`src/rtl/doarm_pkg.sv`:
```
// shared constants, codes and types for the dual output audio router mixer
package doarm_pkg;

   localparam int BLOCK_FRAMES = 144;

   localparam int IDX_W     = 10;
   localparam int SMP_W     = 16;
   localparam int ENTRY_W   = 2 * SMP_W;
   localparam int CSR_IDX_W = 2;
   localparam int CSR_W     = 3;

   localparam logic [CSR_IDX_W-1:0] CSR_ENABLE      = 2'd0;
   localparam logic [CSR_IDX_W-1:0] CSR_AUDIO_MODE  = 2'd1;
   localparam logic [CSR_IDX_W-1:0] CSR_SCREEN_MODE = 2'd2;

   localparam logic [2:0] MODE_PASS    = 3'd0;
   localparam logic [2:0] MODE_SWAP    = 3'd1;
   localparam logic [2:0] MODE_SCREEN  = 3'd2;
   localparam logic [2:0] MODE_COMBINE = 3'd3;
   localparam logic [2:0] MODE_SPLIT   = 3'd4;

   localparam logic [1:0] SCR_NONE      = 2'd0;
   localparam logic [1:0] SCR_SWAP      = 2'd1;
   localparam logic [1:0] SCR_MIRROR_TV = 2'd2;
   localparam logic [1:0] SCR_MIRROR_HH = 2'd3;

   typedef enum logic [2:0] {
      OP_PASS      = 3'd0,
      OP_SWAP      = 3'd1,
      OP_MIRROR_TV = 3'd2,
      OP_MIRROR_HH = 3'd3,
      OP_COMBINE   = 3'd4,
      OP_SPLIT     = 3'd5
   } op_type;

   typedef struct packed {
      logic              from_handheld;
      logic              emit;
      op_type            op;
      logic [IDX_W-1:0]  frame_index;
      logic [SMP_W-1:0]  left;
      logic [SMP_W-1:0]  right;
   } item_type;

endpackage

```
`src/rtl/doarm_front.sv`:
```
// control registers, store clearing sweep, request decode and store access stage
module doarm_front #(
   parameter int BlockFrames = doarm_pkg::BLOCK_FRAMES,
   parameter int AddrW = (BlockFrames > 1) ? $clog2(BlockFrames) : 1
) (
   input  logic                              clock,
   input  logic                              reset,
   input  logic                              csr_we,
   input  logic [doarm_pkg::CSR_IDX_W-1:0]   csr_index,
   input  logic [doarm_pkg::CSR_W-1:0]       csr_wdata,
   input  logic                              req_valid,
   output logic                              req_ready,
   input  logic                              req_from_handheld,
   input  logic [doarm_pkg::IDX_W-1:0]       req_frame_index,
   input  logic signed [doarm_pkg::SMP_W-1:0] req_left_in,
   input  logic signed [doarm_pkg::SMP_W-1:0] req_right_in,
   output logic                              tv_we,
   output logic                              hh_we,
   output logic [AddrW-1:0]                  wr_addr,
   output logic [doarm_pkg::ENTRY_W-1:0]     wr_data,
   output logic                              rd_en,
   output logic [AddrW-1:0]                  rd_addr,
   output logic                              clr_busy,
   output logic                              s1_valid,
   output doarm_pkg::item_type               s1_item,
   input  logic                              s1_ready
);

   localparam logic [doarm_pkg::IDX_W:0] IdxLimit = (doarm_pkg::IDX_W + 1)'(BlockFrames);
   localparam logic [AddrW-1:0]          LastAddr = AddrW'(BlockFrames - 1);

   logic                 enable_ff;
   logic [2:0]           audio_mode_ff;
   logic [1:0]           screen_mode_ff;
   logic                 clr_busy_ff;
   logic [AddrW-1:0]     clr_addr_ff;
   logic [AddrW-1:0]     clr_addr_in;
   logic                 s1_valid_ff;
   logic                 s1_valid_in;
   doarm_pkg::item_type  s1_item_ff;
   doarm_pkg::op_type    op;
   logic                 in_range;
   logic                 emit;
   logic                 store;
   logic                 accept;

   // operation decode
   always_comb begin
      op = doarm_pkg::OP_PASS;
      if (enable_ff) begin
         case (audio_mode_ff)
            doarm_pkg::MODE_SWAP: begin
               op = doarm_pkg::OP_SWAP;
            end
            doarm_pkg::MODE_SCREEN: begin
               case (screen_mode_ff)
                  doarm_pkg::SCR_SWAP:      op = doarm_pkg::OP_SWAP;
                  doarm_pkg::SCR_MIRROR_TV: op = doarm_pkg::OP_MIRROR_TV;
                  doarm_pkg::SCR_MIRROR_HH: op = doarm_pkg::OP_MIRROR_HH;
                  default:                  op = doarm_pkg::OP_PASS;
               endcase
            end
            doarm_pkg::MODE_COMBINE: begin
               op = doarm_pkg::OP_COMBINE;
            end
            doarm_pkg::MODE_SPLIT: begin
               op = doarm_pkg::OP_SPLIT;
            end
            default: begin
               op = doarm_pkg::OP_PASS;
            end
         endcase
      end
   end

   assign in_range  = ({1'b0, req_frame_index} < IdxLimit);
   assign emit      = !enable_ff || in_range;
   assign store     = emit && (op inside {doarm_pkg::OP_MIRROR_TV, doarm_pkg::OP_MIRROR_HH,
                                          doarm_pkg::OP_COMBINE, doarm_pkg::OP_SPLIT});
   assign req_ready = !clr_busy_ff && (!s1_valid_ff || s1_ready);
   assign accept    = req_valid && req_ready;

   // store write: clearing sweep or own-stream store
   assign tv_we   = clr_busy_ff || (accept && store && !req_from_handheld);
   assign hh_we   = clr_busy_ff || (accept && store && req_from_handheld);
   assign wr_addr = clr_busy_ff ? clr_addr_ff : req_frame_index[AddrW-1:0];
   assign wr_data = clr_busy_ff ? '0 : {req_right_in, req_left_in};
   assign rd_en   = accept;
   assign rd_addr = req_frame_index[AddrW-1:0];

   assign clr_addr_in = clr_addr_ff + AddrW'(1);
   assign s1_valid_in = accept || (s1_valid_ff && !s1_ready);

   always_ff @(posedge clock) begin
      if (reset) begin
         enable_ff      <= 1'b0;
         audio_mode_ff  <= doarm_pkg::MODE_PASS;
         screen_mode_ff <= doarm_pkg::SCR_NONE;
         clr_busy_ff    <= 1'b1;
         clr_addr_ff    <= '0;
         s1_valid_ff    <= 1'b0;
      end else begin
         if (csr_we) begin
            case (csr_index)
               doarm_pkg::CSR_ENABLE:      enable_ff      <= csr_wdata[0];
               doarm_pkg::CSR_AUDIO_MODE:  audio_mode_ff  <= csr_wdata;
               doarm_pkg::CSR_SCREEN_MODE: screen_mode_ff <= csr_wdata[1:0];
               default: ;
            endcase
         end
         if (clr_busy_ff) begin
            clr_addr_ff <= clr_addr_in;
            if (clr_addr_ff == LastAddr) begin
               clr_busy_ff <= 1'b0;
            end
         end
         s1_valid_ff <= s1_valid_in;
      end
   end

   always_ff @(posedge clock) begin
      if (accept) begin
         s1_item_ff.from_handheld <= req_from_handheld;
         s1_item_ff.emit          <= emit;
         s1_item_ff.op            <= op;
         s1_item_ff.frame_index   <= req_frame_index;
         s1_item_ff.left          <= req_left_in;
         s1_item_ff.right         <= req_right_in;
      end
   end

   assign clr_busy = clr_busy_ff;
   assign s1_valid = s1_valid_ff;
   assign s1_item  = s1_item_ff;

endmodule

```
`config.mk`:
```
export PLATFORM = sky130hd
export DESIGN_NAME = doarm_front
export DESIGN_NICKNAME = d
export VERILOG_FILES = /design/src/rtl/doarm_pkg.sv /design/src/rtl/doarm_front.sv
export SDC_FILE = /design/constraint.sdc
export NUM_CORES = 1
export LEC_CHECK = 0
export CORE_ASPECT_RATIO = 0.6
export CORE_MARGIN = 4
export CORE_UTILIZATION = 50
export DETAILED_ROUTE_END_ITERATION = 8
export DONT_BUFFER_PORTS = 1
export SKIP_CTS_REPAIR_TIMING = 1
export SYNTH_ARGS = -nofsm -noshare
export SYNTH_HDL_FRONTEND = slang
export SYNTH_SLANG_ARGS = --single-unit
```
`constraint.sdc`:
```
create_clock -name clock -period 3 [get_ports clock]
set_input_delay 0.6 -clock clock [delete_from_list [all_inputs] [get_ports clock]]
set_output_delay 0.6 -clock clock [all_outputs]
set_load 0.01 [all_outputs]
```
==> After elaboration in Yosys (flattened, before gate mapping) <==
Index checks and enable logic that the tools add are counted.
{ "totals": {"output_inout_bits": 101, "register_bits": 63, "in_bits": 53} }
{ "op_classes": {"magnitude_cmp": 1, "addsub": 1, "muxes": 7, "reduce_logical": 22, "n_eq_ne": 14} }
{ "op_table": {"columns": ["op", "count"], "rows": [
  ["$mux 32", 1],
  ["$eq 3x2->1 const B", 4],
  ["$pmux 3 s4", 1],
  ["$lt 10x8->1 const B", 1],
  ["$eq 3x3->1 const B", 3],
  ["$add 8x1->8 const B", 1],
  ["$eq 8x8->1 const B", 1],
  ["$mux 8", 1],
  ["$logic_and 1x1->1", 7],
  ["$eq 2x2->1 const B", 3],
  ["$pmux 2 s3", 1],
  ["$reduce_and 2->1", 3],
  ["$logic_not 1->1", 5],
  ["$logic_or 1x1->1", 5],
  ["$eq 2x1->1 const B", 2],
  ["$reduce_bool 4->1", 1],
  ["$eq 3x1->1 const B", 1],
  ["$mux 3", 1],
  ["$logic_not 2->1", 1],
  ["$mux 1", 2]
]} }

==> Logic depth before layout (Yosys ltp) <==
{ "depth": {"depth_word": 10, "ltp_mapped": 5, "mapped_depth_nobuf": 4} }

==> Worst setup path before layout <==
OpenSTA, ideal clock, no wires.
{ "synth_timing": {"kind": "input to output", "from": "input port s1_ready", "to": "output port rd_en", "required_time_ps": 2400, "cell_stages": 3, "path_buffers": 0, "arrival_time_ps": 1812, "setup_slack_ps": 588, "path_cell_list": "nand2b_1 nand3_2 inv_1"} }
{ "synth_between": {"elab_chain_len": 3} }
{ "synth_lines": {"columns": ["element", "line", "source"], "rows": [
  ["start, declared", "doarm_front.sv:26", "input logic s1_ready"],
  ["$logic_or 1x1->1", "doarm_front.sv:80", "assign req_ready = !clr_busy_ff && (!s1_valid_ff || s1_ready);"],
  ["$logic_and 1x1->1", "doarm_front.sv:80", null],
  ["$logic_and 1x1->1", "doarm_front.sv:81", "assign accept = req_valid && req_ready;"],
  ["end, declared", "doarm_front.sv:21", "output logic rd_en,"]
]} }
No other way between the ends.

==> Worst setup path in the final report <==
{ "layout_timing": {"from": "input port req_frame_index[6] (netlist name)", "to": "output port tv_we"} }
{ "layout_between": {"elab_chain_len": 6} }
{ "layout_lines": {"columns": ["element", "line", "source"], "rows": [
  ["start, declared", "doarm_front.sv:14", "input logic [doarm_pkg::IDX_W-1:0] req_frame_index,"],
  ["$lt 10x8->1", "doarm_front.sv:76", "assign in_range = ({1'b0, req_frame_index} < IdxLimit);"],
  ["$logic_or 1x1->1", "doarm_front.sv:77", "assign emit = !enable_ff || in_range;"],
  ["$logic_and 1x1->1", "doarm_front.sv:78", "assign store = emit && (op inside {doarm_pkg::OP_MIRROR_TV, doarm_pkg::OP_MIRROR_HH,"],
  ["$logic_and 1x1->1 (2 in series)", "doarm_front.sv:84", "assign tv_we = clr_busy_ff || (accept && store && !req_from_handheld);"],
  ["$logic_or 1x1->1", "doarm_front.sv:84", null],
  ["end, declared", "doarm_front.sv:17", "output logic tv_we,"]
]} }
No other way between the ends.

==> results.json <==
{
  "synthDistinctLibCells": 35,
  "dpl_worst_slack_ps": 631,
  "worstPathArrival_ps": 1800,
  "die_w_um": 101,
  "synth-async-reset-ratio_pct": 0,
  "ys_seq_elements": 63,
  "vias_per_cell": 5.87,
  "grt_pass1_wl_um": 8690,
  "clk_latency_ps": 320,
  "path_clk_slew_ps": 70,
  "critPathBufInv": 1,
  "status": "finished clean",
  "maxSlewHeadroom_pct": 57.2,
  "placed_area_um2": 2610,
  "die_y_um": 63.8,
  "period_share_pct": 79.9,
  "syn_to_final_growth_pct": 8.30,
  "hold_class": "input pin to flip-flop",
  "hold-path-endpoint": "clr_addr_ff[7]",
  "yosys_most_used_dff": "edfxtp_1",
  "r2r_setup_slack_ps": 1250,
  "fin_cells": 260,
  "drive_gt1_share_pct": 15.7,
  "hpwl_um": 4440,
  "netlist.area_leader.share_pct": 54.4,
  "crit_fanout": 4,
  "critPathCaptureType": "primary output",
  "critPathKind": "input pin to primary output",
  "power_leakage_nw": 0.972,
  "core_area_um2": 4780,
  "port_buffers": 0,
  "drt-initial-drc-count": 60,
  "cts_tree": "done",
  "finalCriticalPeriod_ps": 2400,
  "worstPathRequired_ps": 2400,
  "cts_buffer_depth": 2,
  "die_area_um2": 6440,
  "yosys_warnings": 0,
  "fmax_mhz": 417,
  "holdPathStages": 1,
  "rr_endpoint": "clr_addr_ff[7]",
  "finalWirelength_um": 5840,
  "r2r_cells": 4,
  "rsz0062_at_grt": "false",
  "cp_slowest_stage_delay_ps": 500,
  "hold_slack_ps": 336,
  "wl_per_cell_um": 22.4,
  "ir_worst_vdd_uv": 336,
  "setup_violations": 0,
  "antenna_found_initial": 0,
  "synth_area_leader_cell": "edfxtp_1",
  "drc_errors": 0,
  "grt_use_total_pct": 18.2,
  "synth_nets": 247,
  "skew_ps": 9.19,
  "setup-tns-final_ps": 0,
  "mostFrequentLayoutCells": "47 x edfxtp_1, 33 x nor2b_1, 15 x dfxtp_1",
  "r2r-start": "clr_busy",
  "hold_start": "reset",
  "cts_buffers": 9,
  "initial_utilization_pct": 54.3,
  "fin_area_um2": 2810,
  "placed_cells": 245,
  "fin_nets": 247,
  "tightest_slew_ps": 634,
  "finalPower_mw": 1.73,
  "fp-row-count": 19,
  "syn_avg_cell_area_um2": 13.4,
  "cts_root_buffer": "clkbuf_8",
  "dr.pass1.iters": 4,
  "synth_edf_count": 47,
  "finalHoldViolations": 0,
  "netlist_area_um2": 2590,
  "syn_inst": 193,
  "cpLargestDelayFamily": "compound AO/OA/AOI/OAI gates",
  "power_density_nw_per_um2": 615,
  "maxSlewViolCount": 0,
  "drv_cap": 0,
  "setup_slack_ps": 602,
  "cts.sinks": 63,
  "overflow": 0,
  "htree_levels": 3,
  "place.gp.congestion": 0.781,
  "path_cells": "nor3_1 > a21oi_1 > o41ai_1 > buf_4",
  "num_vias": 1526,
  "grt_pass1_vias": 1584,
  "pin_count": 154,
  "final_common_cell": "edfxtp_1",
  "ys_seq_area_share_pct": 66.8,
  "utilization_pct": 58.8,
  "critPathSlowestCell": "o41ai_1",
  "grt_max_degree": 27,
  "num_antenna_cells": 0,
  "cp-start-kind": "input pin",
  "ys_top_cells_by_area": "edfxtp_1 54%, dfxtp_1 12%, nor2b_1 8.0%",
  "ant_nets": 0
}
## cell usage after synthesis (2+ instances only)
| cell type | count |
|---|---|
| o41ai_1 | 2 |
| nor3b_1 | 2 |
| nand2b_1 | 3 |
| mux2i_1 | 7 |
| nor2_1 | 13 |
| dfxtp_1 | 16 |
| nand4_1 | 4 |
| nand3b_1 | 3 |
| xor2_1 | 3 |
| nand3_1 | 3 |
| o21ai_0 | 3 |
| edfxtp_1 | 47 |
| buf_4 | 10 |
| inv_1 | 2 |
| nor2b_1 | 33 |
| nand2_1 | 4 |
| or3_1 | 3 |
| clkbuf_1 | 4 |
| mux2_2 | 8 |
| a21oi_1 | 8 |
## state kept, by name, summed over array words and instances, names as in the netlist
| signal | count |
|---|---|
| s1_valid | 1 |
| clr_addr_ff | 8 |
| screen_mode_ff | 2 |
| clr_busy | 1 |
| enable_ff | 1 |
| audio_mode_ff | 3 |
| s1_item | 47 |
## logic make-up (layout without fill, tap and decap cells)
family                   after synthesis  in the layout  share of synthesized area, %
AO/OA/AOI/OAI                         16             16                          3.67
XOR/XNOR                               4              4                          1.35
adder cells (fa/ha/maj)                1              1                         0.483
buffers and inverters                 18             22                          4.10
flip-flops                            63             63                          66.8
multiplexers                          15             15                          6.18
AND/OR/NAND/NOR                       76             76                          17.4
## how the worst max path moves through the flow
stage / from / endpoint / slack, ps / cells after the start
2_1_floorplan: s1_ready / rd_en / 590 / 3
4_1_cts: clr_busy / wr_addr[4] / 570 / 2
5_1_grt: req_frame_index[6] / tv_we / 450 / 4
3_3_place_gp: req_frame_index[6] / hh_we / 610 / 3
3_5_place_dp: req_frame_index[6] / tv_we / 630 / 4
6_report: req_frame_index[6] / tv_we / 600 / 4
## report_power, final
group	internal, mW	switching [mW]
clock	0.453	0.290
combinational	0.0204	0.0123
sequential	0.940	0.0105
## final cells by class
cell class                      count  area [um2]
Clock buffer                        9         124
Clock inverter                      6        76.3
Fill cell                         389        1970
Inverter                            3        11.3
Multi-Input combinational cell    112         754
Sequential cell                    63        1730
Tap cell                           63        78.8
Timing Repair Buffer                4        30.0
## layer usage
layer	wire, um	share of wire (%)	global-route usage, %
met5	0	0	0
met4	72	1.2	5.31
met3	734	13	11.3
met2	2850	49	29.4
met1	2180	37	20.1
Note: power is estimated with default switching activity, not from simulation.
