**src/rtl/doarm_pkg.sv**
```systemverilog
// shared constants, codes and types for the dual output audio router mixer
package doarm_pkg;

   localparam int BLOCK_FRAMES = 144;

   localparam int IDX_W     = 10;
   localparam int SMP_W     = 16;
   localparam int ENTRY_W   = 2 * SMP_W;
   localparam int CSR_IDX_W = 2;
   localparam int CSR_W     = 3;

   localparam logic [CSR_IDX_W-1:0] CSR_ENABLE      = 2'd0;
   localparam logic [CSR_IDX_W-1:0] CSR_AUDIO_MODE  = 2'd1;
   localparam logic [CSR_IDX_W-1:0] CSR_SCREEN_MODE = 2'd2;

   localparam logic [2:0] MODE_PASS    = 3'd0;
   localparam logic [2:0] MODE_SWAP    = 3'd1;
   localparam logic [2:0] MODE_SCREEN  = 3'd2;
   localparam logic [2:0] MODE_COMBINE = 3'd3;
   localparam logic [2:0] MODE_SPLIT   = 3'd4;

   localparam logic [1:0] SCR_NONE      = 2'd0;
   localparam logic [1:0] SCR_SWAP      = 2'd1;
   localparam logic [1:0] SCR_MIRROR_TV = 2'd2;
   localparam logic [1:0] SCR_MIRROR_HH = 2'd3;

   typedef enum logic [2:0] {
      OP_PASS      = 3'd0,
      OP_SWAP      = 3'd1,
      OP_MIRROR_TV = 3'd2,
      OP_MIRROR_HH = 3'd3,
      OP_COMBINE   = 3'd4,
      OP_SPLIT     = 3'd5
   } op_type;

   typedef struct packed {
      logic              from_handheld;
      logic              emit;
      op_type            op;
      logic [IDX_W-1:0]  frame_index;
      logic [SMP_W-1:0]  left;
      logic [SMP_W-1:0]  right;
   } item_type;

endpackage

```
**src/rtl/doarm_mix.sv**
```systemverilog
// operand select stage, averaging adder stage and response register
module doarm_mix (
   input  logic                               clock,
   input  logic                               reset,
   input  logic                               s1_valid,
   input  doarm_pkg::item_type                s1_item,
   output logic                               s1_ready,
   input  logic [doarm_pkg::ENTRY_W-1:0]      tv_rd_data,
   input  logic [doarm_pkg::ENTRY_W-1:0]      hh_rd_data,
   output logic                               rsp_valid,
   input  logic                               rsp_ready,
   output logic                               rsp_to_handheld,
   output logic [doarm_pkg::IDX_W-1:0]        rsp_out_index,
   output logic signed [doarm_pkg::SMP_W-1:0] rsp_left_out,
   output logic signed [doarm_pkg::SMP_W-1:0] rsp_right_out
);

   localparam int SW = doarm_pkg::SMP_W;

   logic [doarm_pkg::ENTRY_W-1:0] own;
   logic [doarm_pkg::ENTRY_W-1:0] tv;
   logic [doarm_pkg::ENTRY_W-1:0] hh;
   logic [SW-1:0]                 la_in;
   logic [SW-1:0]                 lb_in;
   logic [SW-1:0]                 ra_in;
   logic [SW-1:0]                 rb_in;
   logic                          dest_in;

   logic                          s2_valid_ff;
   logic                          s2_valid_in;
   logic                          s2_dest_ff;
   logic [doarm_pkg::IDX_W-1:0]   s2_idx_ff;
   logic [SW-1:0]                 s2_la_ff;
   logic [SW-1:0]                 s2_lb_ff;
   logic [SW-1:0]                 s2_ra_ff;
   logic [SW-1:0]                 s2_rb_ff;
   logic                          s2_ready;
   logic                          s2_load;

   logic                          out_valid_ff;
   logic                          out_valid_in;
   logic                          out_dest_ff;
   logic [doarm_pkg::IDX_W-1:0]   out_idx_ff;
   logic [SW-1:0]                 out_left_ff;
   logic [SW-1:0]                 out_right_ff;
   logic                          out_ready;
   logic [SW:0]                   sum_l;
   logic [SW:0]                   sum_r;

   // own entry is the one just written, the other comes from its store
   assign own = {s1_item.right, s1_item.left};
   assign tv  = s1_item.from_handheld ? tv_rd_data : own;
   assign hh  = s1_item.from_handheld ? own : hh_rd_data;

   // pass-through ops add a sample to itself so the halving returns it
   always_comb begin
      dest_in = s1_item.from_handheld;
      la_in   = s1_item.left;
      lb_in   = s1_item.left;
      ra_in   = s1_item.right;
      rb_in   = s1_item.right;
      case (s1_item.op)
         doarm_pkg::OP_SWAP: begin
            dest_in = !s1_item.from_handheld;
         end
         doarm_pkg::OP_MIRROR_TV: begin
            la_in = tv[SW-1:0];
            lb_in = tv[SW-1:0];
            ra_in = tv[2*SW-1:SW];
            rb_in = tv[2*SW-1:SW];
         end
         doarm_pkg::OP_MIRROR_HH: begin
            la_in = hh[SW-1:0];
            lb_in = hh[SW-1:0];
            ra_in = hh[2*SW-1:SW];
            rb_in = hh[2*SW-1:SW];
         end
         doarm_pkg::OP_COMBINE: begin
            la_in = tv[SW-1:0];
            lb_in = hh[SW-1:0];
            ra_in = tv[2*SW-1:SW];
            rb_in = hh[2*SW-1:SW];
         end
         doarm_pkg::OP_SPLIT: begin
            la_in = hh[SW-1:0];
            lb_in = hh[2*SW-1:SW];
            ra_in = tv[SW-1:0];
            rb_in = tv[2*SW-1:SW];
         end
         default: ;
      endcase
   end

   assign out_ready    = !out_valid_ff || rsp_ready;
   assign s2_ready     = !s2_valid_ff || out_ready;
   assign s1_ready     = s2_ready;
   assign s2_load      = s1_valid && s2_ready;
   assign s2_valid_in  = (s1_valid && s1_item.emit) || (s2_valid_ff && !out_ready);
   assign out_valid_in = s2_valid_ff || (out_valid_ff && !rsp_ready);

   // floor of the half sum; the result always fits 16 bits
   assign sum_l = {s2_la_ff[SW-1], s2_la_ff} + {s2_lb_ff[SW-1], s2_lb_ff};
   assign sum_r = {s2_ra_ff[SW-1], s2_ra_ff} + {s2_rb_ff[SW-1], s2_rb_ff};

   always_ff @(posedge clock) begin
      if (reset) begin
         s2_valid_ff  <= 1'b0;
         out_valid_ff <= 1'b0;
      end else begin
         s2_valid_ff  <= s2_valid_in;
         out_valid_ff <= out_valid_in;
      end
   end

   always_ff @(posedge clock) begin
      if (s2_load) begin
         s2_dest_ff <= dest_in;
         s2_idx_ff  <= s1_item.frame_index;
         s2_la_ff   <= la_in;
         s2_lb_ff   <= lb_in;
         s2_ra_ff   <= ra_in;
         s2_rb_ff   <= rb_in;
      end
      if (s2_valid_ff && out_ready) begin
         out_dest_ff  <= s2_dest_ff;
         out_idx_ff   <= s2_idx_ff;
         out_left_ff  <= sum_l[SW:1];
         out_right_ff <= sum_r[SW:1];
      end
   end

   assign rsp_valid       = out_valid_ff;
   assign rsp_to_handheld = out_dest_ff;
   assign rsp_out_index   = out_idx_ff;
   assign rsp_left_out    = out_left_ff;
   assign rsp_right_out   = out_right_ff;

   a_s2_hold: assert property (@(posedge clock) disable iff (reset)
      s2_valid_ff && !out_ready |=> s2_valid_ff && $stable(s2_la_ff) && $stable(s2_idx_ff))
      else $error("stage two item lost or changed during stall");

endmodule

```
**config.mk**
```make
export PLATFORM = sky130hd
export DESIGN_NAME = doarm_mix
export DESIGN_NICKNAME = d
export VERILOG_FILES = /design/src/rtl/doarm_pkg.sv /design/src/rtl/doarm_mix.sv
export SDC_FILE = /design/constraint.sdc
export NUM_CORES = 1
export LEC_CHECK = 0
export ABC_CLOCK_PERIOD_IN_PS = 9000
export BUFFER_PORTS_ARGS = -buffer_cell sky130_fd_sc_hd__buf_2
export CAP_MARGIN = 20
export CORE_ASPECT_RATIO = 1.5
export CORE_MARGIN = 1.5
export CORE_UTILIZATION = 60
export CTS_CLUSTER_DIAMETER = 200
export DETAILED_ROUTE_END_ITERATION = 16
export HOLD_SLACK_MARGIN = 0.05
export PLACE_DENSITY = 0.93
export SKIP_LAST_GASP = 1
export SLEW_MARGIN = 20
export SYNTH_ARGS = -nofsm -noshare
export SYNTH_HDL_FRONTEND = slang
export SYNTH_SLANG_ARGS = --single-unit
```
**constraint.sdc**
```tcl
create_clock -name clock -period 9 [get_ports clock]
set_clock_uncertainty 0.05 [all_clocks]
set_input_delay 0.9 -clock clock [delete_from_list [all_inputs] [get_ports clock]]
set_output_delay 0.9 -clock clock [all_outputs]
set_load 0.005 [all_outputs]
```
# == Yosys cells after proc, flatten, opt, wreduce, memory -nomap -nowiden ==
# Index checks and enable logic that the tools add are counted.
# word_totals
output_inout_bits,45
inputBits,115
regBits,120
wordCells,44
# op_classes
mux,7
n_reduce_logical,18
add_sub_neg,2
n_eq_ne,5
# op_table
op,count
$pmux W16 S3,2
$mux W32,2
$pmux W16 S2,2
$add A16 B16 Y17,2
$reduce_or A2 Y1,4
$eq A3 B2 Y1 const B,2
$eq A3 B3 Y1 const B,2
$logic_and A1 B1 Y1,5
$logic_not A1 Y1,5
$logic_or A1 B1 Y1,4
$eq A3 B1 Y1 const B,1
$mux W1,1

# == Depth between registers and ports, before layout ==
# Gate-level depths: netlist (run 1).
# depth
word_depth,5
ltp_mapped,8
ltp_nobuf,7

# == Worst setup path before layout (run 1) ==
# OpenSTA, ideal clock, no wires.
# synth_path
path_kind,input to register
startpoint,in rsp_ready
endpoint,"reg out_left_ff[0] (netlist: rsp_left_out[0]), enable pin"
stages,2
t_required_ns,8.501
setup_slack_ns,5.611
n_path_buf,0
arrival_ns,2.890
setup_time_ns,0.449
path_cell_list,nor2b_1 -> nor2b_1
# synth_via
elab_chain_cells,2
# synth_rtl
item,line_no,source
start: declaration,doarm_mix.sv:11,"input logic rsp_ready,"
$logic_or A1 B1 Y1,doarm_mix.sv:94,assign out_ready = !out_valid_ff || rsp_ready;
$logic_and A1 B1 Y1,doarm_mix.sv:124,if (s2_valid_ff && out_ready) begin
end signal: assignment,doarm_mix.sv:127,out_left_ff <= sum_l[SW:1];
end: declaration,doarm_mix.sv:44,logic [SW-1:0] out_left_ff;
# No other way between the ends.
# A chain may end at the register's enable or synchronous reset.

# == Worst setup path in the final report (run 1) ==
# layout_path
startpoint,in s1_item[42] (netlist bit)
endpoint,"reg s2_lb_ff[5], data pin"
# layout_via
elab_chain_cells,3
elab_cells_between_ends,6
cone_classes,eq/ne (4); mux (1); reduce/logical (1)
# layout_rtl
item,line_no,source
start: declaration,doarm_mix.sv:6,"input doarm_pkg::item_type s1_item,"
$eq A3 B3 Y1 / $eq A3 B2 Y1 (equally long branches),doarm_mix.sv:62,case (s1_item.op)
$reduce_or A2 Y1 (no line),--,
$pmux W16 S3 (*),doarm_mix.sv:62,
net lb_in[5],doarm_mix.sv:24,logic [SW-1:0] lb_in;
end signal: assignment,doarm_mix.sv:120,s2_lb_ff <= lb_in;
end: declaration,doarm_mix.sv:34,logic [SW-1:0] s2_lb_ff;
# The timed path passes the listed nets; every way through them passes the cells marked *.

==> reports/qor.csv, run 1 <==
stage,metric,value,unit
run_status,outcome,finished clean,
sta,period_needed,3.08,ns
power,finalPower,1.74,mW
routing,vias,6461,
setup_path,r2r_cells,7,
setup_path,cpPeakStageDelay,0.76,ns
setup_path,cp.arrival,3.19,ns
global_route,grt_pass1_vias,6102,
sta,setup_viol,0,
routing,drtIter0Drc,487,
synth,synth.area.top_cells,"edfxtp_1 49%, ha_1 5.2%, a221o_1 4.5%",
power,clockPowerShare,0.380,
global_route,antenna_found_initial,1,
synth,syn_area,7270,sq um
hold_path,holdPathStages,0,
synth,synth_top_area_cell,edfxtp_1,
floorplan,die_h,138,um
routing,post_drt_wl_per_cell,20.3,um
clock_tree,clk_latency,0.42,ns
synth,synth_edf_count,118,
clock_tree,cts_buffers,17,
final_layout,fillCellCount,835,
setup_path,crit_type,in2reg,
clock_tree,clk_transition_reported_paths,0.05,ns
setup_path,required,9.11,ns
place,gp_congestion,0.888,
floorplan,rows,49,
hold_path,whs_endpoint,rsp_out_index[7]$_DFFE_PP_,
setup_path,startpoint,s1_item[42],
clock_tree,root_buffer,clkbuf_16,
sta,finalCritPeriodShare,0.343,
clock_tree,cts_tree,yes,
power,switching_power,0.494,mW
place,place_area,8110,sq um
routing,vias_per_cell,6.54,
power,p_seq_frac,0.402,
routing,detail-route-antenna-nets,0,
setup_path,critical-path-top-delay-family,compound AO/OA/AOI/OAI gates,
hold_path,hp-class,reg2reg,
setup_path,end_kind,flip-flop,
power,power.density,200,nW/um^2
routing,route.detailed.drc,0,
setup_path,cp_num_buf_inv,1,
synth,yosys_warnings,0,
global_route,grt_pass1_wl,30.3,mm
power,leakage,3.47,nW
synth,ys_ff_latch,120,
final_layout,areaGrowthSynthToFinish,19.8,%
sta,finalHoldViolCount,0,
power,p_comb_frac,0.218,
power,p_int,1.24,mW
power,p_sw_frac,0.284,
setup_path,cpMaxStageDelayCell,a21boi_4,
clock_tree,postCtsResizedCells,0,
final_layout,final_nets,969,
synth,synth_top_area_share,0.488,
place,dpl.hpwl,13.7,mm
hold_path,min-delay-start,s2_idx_ff[7]$_DFFE_PP_,
synth,ys.flop_type,edfxtp_1,
floorplan,die_x,92.9,um
floorplan,die-area,12800,sq um
final_layout,stdcell_area,8710,sq um
synth,syn_inst,681,
setup_path,r2r_slack,6.47,ns
routing,wirelength,20.0,mm
synth,async_flop_share,0,
power,worst_ir_drop_vdd,0.170,mV
sta,drv_slew,0,
clock_tree,clockBufferDepth,2,
floorplan,core,11900,sq um
synth,syn_area_per_cell,10.7,sq um
setup_path,start_kind,input pin,
job,maxCapViolations,0,
sta,hold_ws,0.366,ns
floorplan,initial_core_util,0.611,
setup_path,r2r_end,rsp_left_out[13]$_DFFE_PP_,
final_layout,drive_above_1_share,0.248,
clock_tree,post-cts-setup-buffers,0,
synth,synth_nets,828,
clock_tree,clock-sinks,120,
setup_path,cp_cell_sequence,buf_2 > nor2_1 > a21boi_4 > o21ai_2 > a221o_1,
sta,tns,0,ns
synth,synth_cell_type_count,55,
global_route,grt_start_max_net_pins,77,
global_route,grt.overflow.total,0,
clock_tree,htree_num_levels,4,
global_route,grt.total_usage,0.313,
sta,fmax,0.324,GHz
floorplan,io_pins,160,
setup_path,worstReg2RegStart,s2_lb_ff[0]$_DFFE_PP_,
routing,first_pass_iters,5,
place,port_buffers,159,
synth,ys_seq_area_frac,0.493,
clock_tree,cts_hold_buf,0,
final_layout,regArea,3580,sq um
sta,tightestPinTransition,1.01,ns
final_layout,multiInputGateArea,3460,sq um
sta,relSlewSlack,0.327,
sta,rsz0062_at_grt,no,
setup_path,crit_fanout,39,
## metrics by stage
step	setup slack [ns]	utilization	std cells
5_1_grt	5.83	0.732	988
2_1_floorplan	5.61	-	681
4_1_cts	6.02	0.730	986
6_report	5.92	0.732	988
3_5_place_dp	5.59	0.682	955
3_3_place_gp	5.62	0.681	955
## area by class of cell
| type | instances | share of cell area |
|---|---|---|
| sequential | 120 | 0.412 |
| multi-input combinational | 506 | 0.397 |
| timing repair buffer | 163 | 0.0966 |
| clock buffer | 17 | 0.0489 |
| tap | 153 | 0.0220 |
| clock inverter | 14 | 0.0172 |
| inverter | 14 | 0.00604 |
| antenna | 1 | 0.000287 |
## routing by layer
layer	track usage	share of wire
met5	0	0
met4	0.182	0.053
met3	0.0519	0.084
met2	0.560	0.52
met1	0.346	0.35
## cell usage in the layout (no fill, tap or decap), types with 3 or more instances in the layout
| master | synthesis | routed |
|---|---|---|
| buf_2 | 11 | 158 |
| xnor2_1 | 18 | 17 |
| nor2_1 | 51 | 51 |
| nor2b_1 | 18 | 17 |
| nand4_1 | 5 | 5 |
| xor2_1 | 9 | 9 |
| nor3_1 | 17 | 17 |
| a221o_1 | 33 | 33 |
| ha_1 | 30 | 30 |
| clkinvlp_4 | 0 | 5 |
| a211oi_1 | 17 | 17 |
| mux2i_1 | 32 | 32 |
| o21bai_1 | 3 | 3 |
| nand2_1 | 73 | 73 |
| o21ai_0 | 25 | 25 |
| o22ai_1 | 51 | 51 |
| edfxtp_1 | 118 | 118 |
| inv_6 | 0 | 3 |
| clkbuf_16 | 0 | 17 |
| a21oi_1 | 31 | 31 |
| buf_4 | 6 | 4 |
| a31oi_1 | 35 | 35 |
| a21o_1 | 4 | 4 |
| and2_1 | 5 | 4 |
| inv_1 | 14 | 14 |
| o211ai_1 | 9 | 9 |
## synth_stat cells (all sizes together), types with 10 or more instances
master,n
nor3,17
inv,14
xnor2,18
nor2,53
xor2,10
o22ai,51
mux2i,32
o21ai,27
ha,30
clkbuf,19
a31oi,35
a21oi,31
nand2,73
a221o,33
edfxtp,118
buf,22
a211oi,17
nor2b,18
## logic make-up after synthesis
group / count (synthesis) / share of synthesized area
AO/OA/AOI/OAI: 231 / 0.221
AND/OR/NAND/NOR: 183 / 0.114
flip-flops: 120 / 0.493
buffers and inverters: 55 / 0.0346
multiplexers: 32 / 0.0441
adder cells (fa/ha/maj): 32 / 0.0572
XOR/XNOR: 28 / 0.0363
## state kept, by name, indices dropped and copies added, names as in the netlist, 10 cells and up
register	cells
rsp_left_out	16
rsp_right_out	16
s2_la_ff	16
s2_lb_ff	16
s2_ra_ff	16
s2_rb_ff	16
rsp_out_index	10
s2_idx_ff	10
## worst max-delay path by stage
stage	cells past startpoint	endpoint
floorplan	2	rsp_left_out[0]$_DFFE_PP_
global placement	5	s2_lb_ff[14]$_DFFE_PP_
detailed placement	5	s2_lb_ff[8]$_DFFE_PP_
CTS	5	s2_lb_ff[5]$_DFFE_PP_
global route	5	s2_lb_ff[3]$_DFFE_PP_
finish	5	s2_lb_ff[5]$_DFFE_PP_
## power by group through the flow
stage / registers, mW / logic (mW) / clock network (mW)
after floorplan: 0.705 / 0.257 / 0
after global placement: 0.706 / 0.353 / 0
after detailed placement: 0.709 / 0.364 / 0
after CTS: 0.699 / 0.370 / 0.661
after global routing: 0.702 / 0.412 / 0.686
final: 0.699 / 0.379 / 0.660
Power figures use the tool's default switching activity.
==> run 2: changes to the inputs <==
--- a/config.mk
+++ b/config.mk
@@ -5,16 +5,16 @@
 export SDC_FILE = /design/constraint.sdc
 export NUM_CORES = 1
 export LEC_CHECK = 0
-export ABC_CLOCK_PERIOD_IN_PS = 9000
+export ABC_CLOCK_PERIOD_IN_PS = 2650
 export BUFFER_PORTS_ARGS = -buffer_cell sky130_fd_sc_hd__buf_2
 export CAP_MARGIN = 20
 export CORE_ASPECT_RATIO = 1.5
 export CORE_MARGIN = 1.5
-export CORE_UTILIZATION = 60
+export CORE_UTILIZATION = 50
 export CTS_CLUSTER_DIAMETER = 200
 export DETAILED_ROUTE_END_ITERATION = 16
 export HOLD_SLACK_MARGIN = 0.05
-export PLACE_DENSITY = 0.93
+export PLACE_DENSITY = 0.83
 export SKIP_LAST_GASP = 1
 export SLEW_MARGIN = 20
 export SYNTH_ARGS = -nofsm -noshare
==> constraint.sdc (replaced) <==
create_clock -name clock -period 2.65 [get_ports clock]
set_clock_uncertainty 0.05 [all_clocks]
set_input_delay 0.265 -clock clock [delete_from_list [all_inputs] [get_ports clock]]
set_output_delay 0.265 -clock clock [all_outputs]
set_load 0.005 [all_outputs]
==> run 2 against run 1 <==
Flip-flop and latch count is the same; die area grew 19%; via count shrank 1.6%; routed wire length shrank 4.5%; critical path depth grew 2; sequential power grew to 3.4 times the previous value.
==> reports/qor.csv, run 2 (synthesis results as in run 1) <==
stage,metric,value,unit
final_layout,drive_above_1_share,0.256,
global_route,grt.overflow.total,0,
power,leakage,3.60,nW
clock_tree,post-cts-setup-buffers,0,
setup_path,critical-path-top-delay-family,compound AO/OA/AOI/OAI gates,
routing,vias,6360,
setup_path,cpMostUsedCell,a21oi_1,
final_layout,areaGrowthSynthToFinish,23.6,%
clock_tree,cts_tree,yes,
routing,route.detailed.drc,0,
job,maxCapViolations,0,
final_layout,multiInputGateArea,3450,sq um
sta,tns,0,ns
global_route,grt_start_max_net_pins,76,
clock_tree,htree_num_levels,4,
clock_tree,cts_buffers,17,
setup_path,cpPeakStageDelay,0.40,ns
clock_tree,clk_transition_reported_paths,0.06,ns
place,port_buffers,159,
sta,drv_slew,0,
setup_path,cp.arrival,2.50,ns
setup_path,worstReg2RegStart,s2_ra_ff[0]$_DFFE_PP_,
setup_path,cp-endpoint,rsp_right_out[13]$_DFFE_PP_,
global_route,grt_pass1_vias,5882,
setup_path,cp.depth,7,
power,finalPower,5.93,mW
sta,period_needed,2.39,ns
sta,fmax,0.418,GHz
routing,wirelength,19.1,mm
floorplan,rows,53,
routing,detail-route-antenna-nets,0,
sta,setup_viol,0,
routing,post_drt_wl_per_cell,18.1,um
setup_path,startpoint,s2_ra_ff[0]$_DFFE_PP_,
final_layout,layout_common_cells,"158 x buf_2, 118 x edfxtp_1, 73 x nand2_1",
routing,first_pass_iters,5,
setup_path,cpMaxStageDelayCell,fa_1,
clock_tree,clockBufferDepth,2,
setup_path,cp_num_buf_inv,0,
global_route,grt_pass1_wl,28.9,mm
final_layout,regArea,3580,sq um
place,dpl.hpwl,13.9,mm
final_layout,fillCellCount,1117,
sta,finalCritPeriodShare,0.903,
clock_tree,clk_latency,0.42,ns
setup_path,r2r_cells,7,
floorplan,core,14100,sq um
sta,finalHoldViolCount,0,
final_layout,final_nets,997,
setup_path,cp_cell_sequence,and2_1 > fa_1 > a21o_1 > a221o_1 > a21oi_1 > a21oi_1 > xnor2_1,
floorplan,io_pins,160,
floorplan,die_h,151,um
setup_path,crit_type,reg2reg,
routing,vias_per_cell,6.03,
hold_path,hp-class,in2reg,
setup_path,required,2.76,ns
setup_path,end_kind,flip-flop,
power,worst_ir_drop_vdd,0.374,mV
clock_tree,clock-sinks,120,
floorplan,die-area,15300,sq um
routing,drtIter0Drc,392,
setup_path,r2r_slack,0.26,ns
setup_path,crit_fanout,3,
place,place_area,8270,sq um
global_route,grt.total_usage,0.250,
floorplan,die_x,101,um
setup_path,r2r_end,rsp_right_out[13]$_DFFE_PP_,
sta,tightestPinTransition,0.938,ns
global_route,antenna_found_initial,2,
run_status,outcome,finished clean,
final_layout,stdcell_area,8980,sq um
clock_tree,root_buffer,clkbuf_16,
place,gp_congestion,0.924,
final_layout,final_common_cell,buf_2,
sta,rsz0062_at_grt,no,
setup_path,start_kind,flip-flop,
floorplan,initial_core_util,0.515,
sta,relSlewSlack,0.375,
power,power.density,660,nW/um^2
run 2: worst min path at each step:
stage	depth (start not counted)	startpoint	endpoint	slack, ns
after global placement	0	s2_idx_ff[6]$_DFFE_PP_	rsp_out_index[6]$_DFFE_PP_	0.35
after global routing	2	hh_rd_data[3]	s2_lb_ff[3]$_DFFE_PP_	0.12
after CTS	2	hh_rd_data[11]	s2_lb_ff[11]$_DFFE_PP_	0.11
after floorplan	1	reset	s2_valid_ff$_SDFF_PP0_	0.28
final	2	tv_rd_data[31]	s2_ra_ff[15]$_DFFE_PP_	0.12
after detailed placement	0	s2_idx_ff[4]$_DFFE_PP_	rsp_out_index[4]$_DFFE_PP_	0.36
run 2: power by group:
part / switching, mW / internal [mW] / total (mW)
clock: 0.790 / 1.46 / 2.25
combinational: 0.763 / 0.558 / 1.32
sequential: 0.0439 / 2.31 / 2.36
run 2: routing by layer:
metal / GRT usage / routed length, um / share of wire / vias up
met2: 0.423 / 9300 / 0.49 / 336
met1: 0.283 / 7230 / 0.38 / 2946
met5: 0 / 13 / 0.00068 / -
met3: 0.0399 / 1340 / 0.070 / 67
met4: 0.183 / 1240 / 0.065 / 2
li1: - / - / - / 3009
run 2: what timing repair did:
| item | in CTS | in global routing |
|---|---|---|
| gates resized for setup | 0 | 0 |
| endpoints found under the hold margin | 12 | 0 |
| hold buffers | 12 | 0 |
run 2: metrics by stage:
step	cells	worst slack [ns]	utilization	hold slack, ns
after floorplan	681	0.480	-	0.284
after global placement	1011	0.283	0.586	0.352
after detailed placement	1011	0.239	0.586	0.356
after CTS	1054	0.222	0.636	0.113
after global routing	1055	0.106	0.636	0.122
final	1055	0.258	0.636	0.123
run 2: cell type report:
type,count,share of cell area
clock inverters,13,0.0173
multi-input cells,506,0.384
inverters,14,0.00585
clock buffers,18,0.0478
diodes,1,0.000279
repair buffers,191,0.119
flip-flops and latches,120,0.399
well taps,192,0.0267
==> run 3: changes to the inputs <==
--- a/config.mk
+++ b/config.mk
@@ -5,16 +5,16 @@
 export SDC_FILE = /design/constraint.sdc
 export NUM_CORES = 1
 export LEC_CHECK = 0
-export ABC_CLOCK_PERIOD_IN_PS = 2650
+export ABC_CLOCK_PERIOD_IN_PS = 3050
 export BUFFER_PORTS_ARGS = -buffer_cell sky130_fd_sc_hd__buf_2
 export CAP_MARGIN = 20
 export CORE_ASPECT_RATIO = 1.5
 export CORE_MARGIN = 1.5
-export CORE_UTILIZATION = 50
+export CORE_UTILIZATION = 60
 export CTS_CLUSTER_DIAMETER = 200
 export DETAILED_ROUTE_END_ITERATION = 16
 export HOLD_SLACK_MARGIN = 0.05
-export PLACE_DENSITY = 0.83
+export PLACE_DENSITY = 0.93
 export SKIP_LAST_GASP = 1
 export SLEW_MARGIN = 20
 export SYNTH_ARGS = -nofsm -noshare
==> constraint.sdc (replaced) <==
create_clock -name clock -period 3.05 [get_ports clock]
set_clock_uncertainty 0.05 [all_clocks]
set_input_delay 0.305 -clock clock [delete_from_list [all_inputs] [get_ports clock]]
set_output_delay 0.305 -clock clock [all_outputs]
set_load 0.005 [all_outputs]
==> run 3 against run 2 <==
Setup slack better by 0.34 ns; register-to-register slack better by 0.34 ns; combinational power is 11% lower; count of clock-buffer cells in the layout is 1 lower; flip-flop and latch count stayed put; largest power group unchanged.
==> reports/qor.csv, run 3 (synthesis results as in run 1) <==
stage,metric,value,unit
setup_path,required,3.17,ns
final_layout,stdcell_area,8920,sq um
setup_path,cp.arrival,2.58,ns
global_route,grt_pass1_wl,31.2,mm
clock_tree,cts_hold_buf,11,
clock_tree,cts_buffers,17,
place,place_area,8220,sq um
setup_path,startpoint,s2_ra_ff[0]$_DFFE_PP_,
final_layout,regArea,3580,sq um
clock_tree,post-cts-setup-buffers,0,
run_status,outcome,finished clean,
floorplan,rows,49,
clock_tree,htree_num_levels,4,
global_route,grt_start_max_net_pins,42,
global_route,grt.overflow.total,0,
setup_path,crit_type,reg2reg,
hold_path,min-delay-start,s1_valid,
clock_tree,clk_transition_reported_paths,0.06,ns
sta,drv_slew,0,
power,leakage,3.60,nW
routing,detail-route-antenna-nets,0,
final_layout,areaGrowthSynthToFinish,22.7,%
sta,finalCritPeriodShare,0.805,
clock_tree,clk_latency,0.42,ns
routing,vias_per_cell,6.61,
sta,rsz0062_at_grt,no,
clock_tree,clock-sinks,120,
floorplan,core,11900,sq um
place,gp_congestion,0.943,
place,port_buffers,159,
floorplan,initial_core_util,0.611,
final_layout,drive_above_1_share,0.253,
sta,tightestPinTransition,0.917,ns
clock_tree,clockBufferDepth,2,
setup_path,r2r_slack,0.59,ns
setup_path,crit_fanout,3,
setup_path,end_kind,flip-flop,
global_route,grt.total_usage,0.326,
clock_tree,root_buffer,clkbuf_16,
final_layout,multiInputGateArea,3450,sq um
job,maxCapViolations,0,
floorplan,die-area,12800,sq um
global_route,antenna_found_initial,0,
final_layout,final_nets,995,
global_route,grt_pass1_vias,6257,
sta,fmax,0.407,GHz
floorplan,die_x,92.9,um
final_layout,final_common_cell,buf_2,
routing,first_pass_iters,5,
sta,period_needed,2.46,ns
final_layout,fin_util,0.750,
sta,finalHoldViolCount,0,
routing,route.detailed.drc,0,
routing,wirelength,20.9,mm
routing,vias,6700,
sta,relSlewSlack,0.388,
hold_path,hp-class,in2reg,
sta,setup_viol,0,
clock_tree,cts_tree,yes,
clock_tree,postCtsResizedCells,0,
routing,post_drt_wl_per_cell,20.6,um
place,dpl.hpwl,14.5,mm
power,power.density,589,nW/um^2
floorplan,io_pins,160,
power,worst_ir_drop_vdd,0.389,mV
routing,drtIter0Drc,573,
final_layout,fillCellCount,766,
floorplan,die_h,138,um
sta,hold_ws,0.101,ns
setup_path,start_kind,flip-flop,
power,finalPower,5.25,mW
sta,tns,0,ns
setup_path,worstReg2RegStart,s2_ra_ff[0]$_DFFE_PP_,
final_layout,layout_common_cells,"158 x buf_2, 118 x edfxtp_1, 73 x nand2_1",
==> run 3: report_power, final <==
| group | internal, mW | switching [mW] | total (mW) |
|---|---|---|---|
| Sequential | 2.01 | 0.0473 | 2.06 |
| Clock | 1.33 | 0.680 | 2.01 |
| Combinational | 0.484 | 0.696 | 1.18 |
| Total | 3.83 | 1.42 | 5.25 |
==> run 3: cell type report <==
cell class / count / area share
diodes: 1 / 0.000281
clock buffers: 17 / 0.0477
inverters: 14 / 0.00589
well taps: 153 / 0.0215
flip-flops and latches: 120 / 0.402
clock inverters: 13 / 0.0181
multi-input cells: 506 / 0.387
repair buffers: 189 / 0.118
==> run 3: final timing paths <==
kind                            cells past startpoint                     endpoint
worst min register to register                      0   rsp_out_index[9]$_DFFE_PP_
worst max register to register                      7  rsp_right_out[13]$_DFFE_PP_
worst max-delay path                                7  rsp_right_out[13]$_DFFE_PP_
worst min-delay path                                3       s2_valid_ff$_SDFF_PP0_
==> run 3: layer usage <==
metal | routed length (um) | vias to the layer above | track usage
li1 | - | 3000 | -
met1 | 7030 | 3054 | 0.359
met2 | 10500 | 525 | 0.560
met3 | 1850 | 121 | 0.0668
met4 | 1500 | 0 | 0.222
met5 | 0 | - | 0
==> run 3: worst max-delay path, cell delays in order, from the launching register on <==
cell	delay [ns]
edfxtp_1	0.39
and2_1	0.18
fa_1	0.41
a21o_1	0.24
a221o_1	0.31
a21oi_1	0.34
a21oi_1	0.16
xnor2_1	0.15
==> run 3: metrics by stage <==
step / setup WS (ns) / cells
floorplan: 0.165 / 681
global placement: 0.728 / 971
detailed placement: 0.620 / 971
CTS: 0.615 / 1012
global route: 0.499 / 1012
finish: 0.595 / 1013
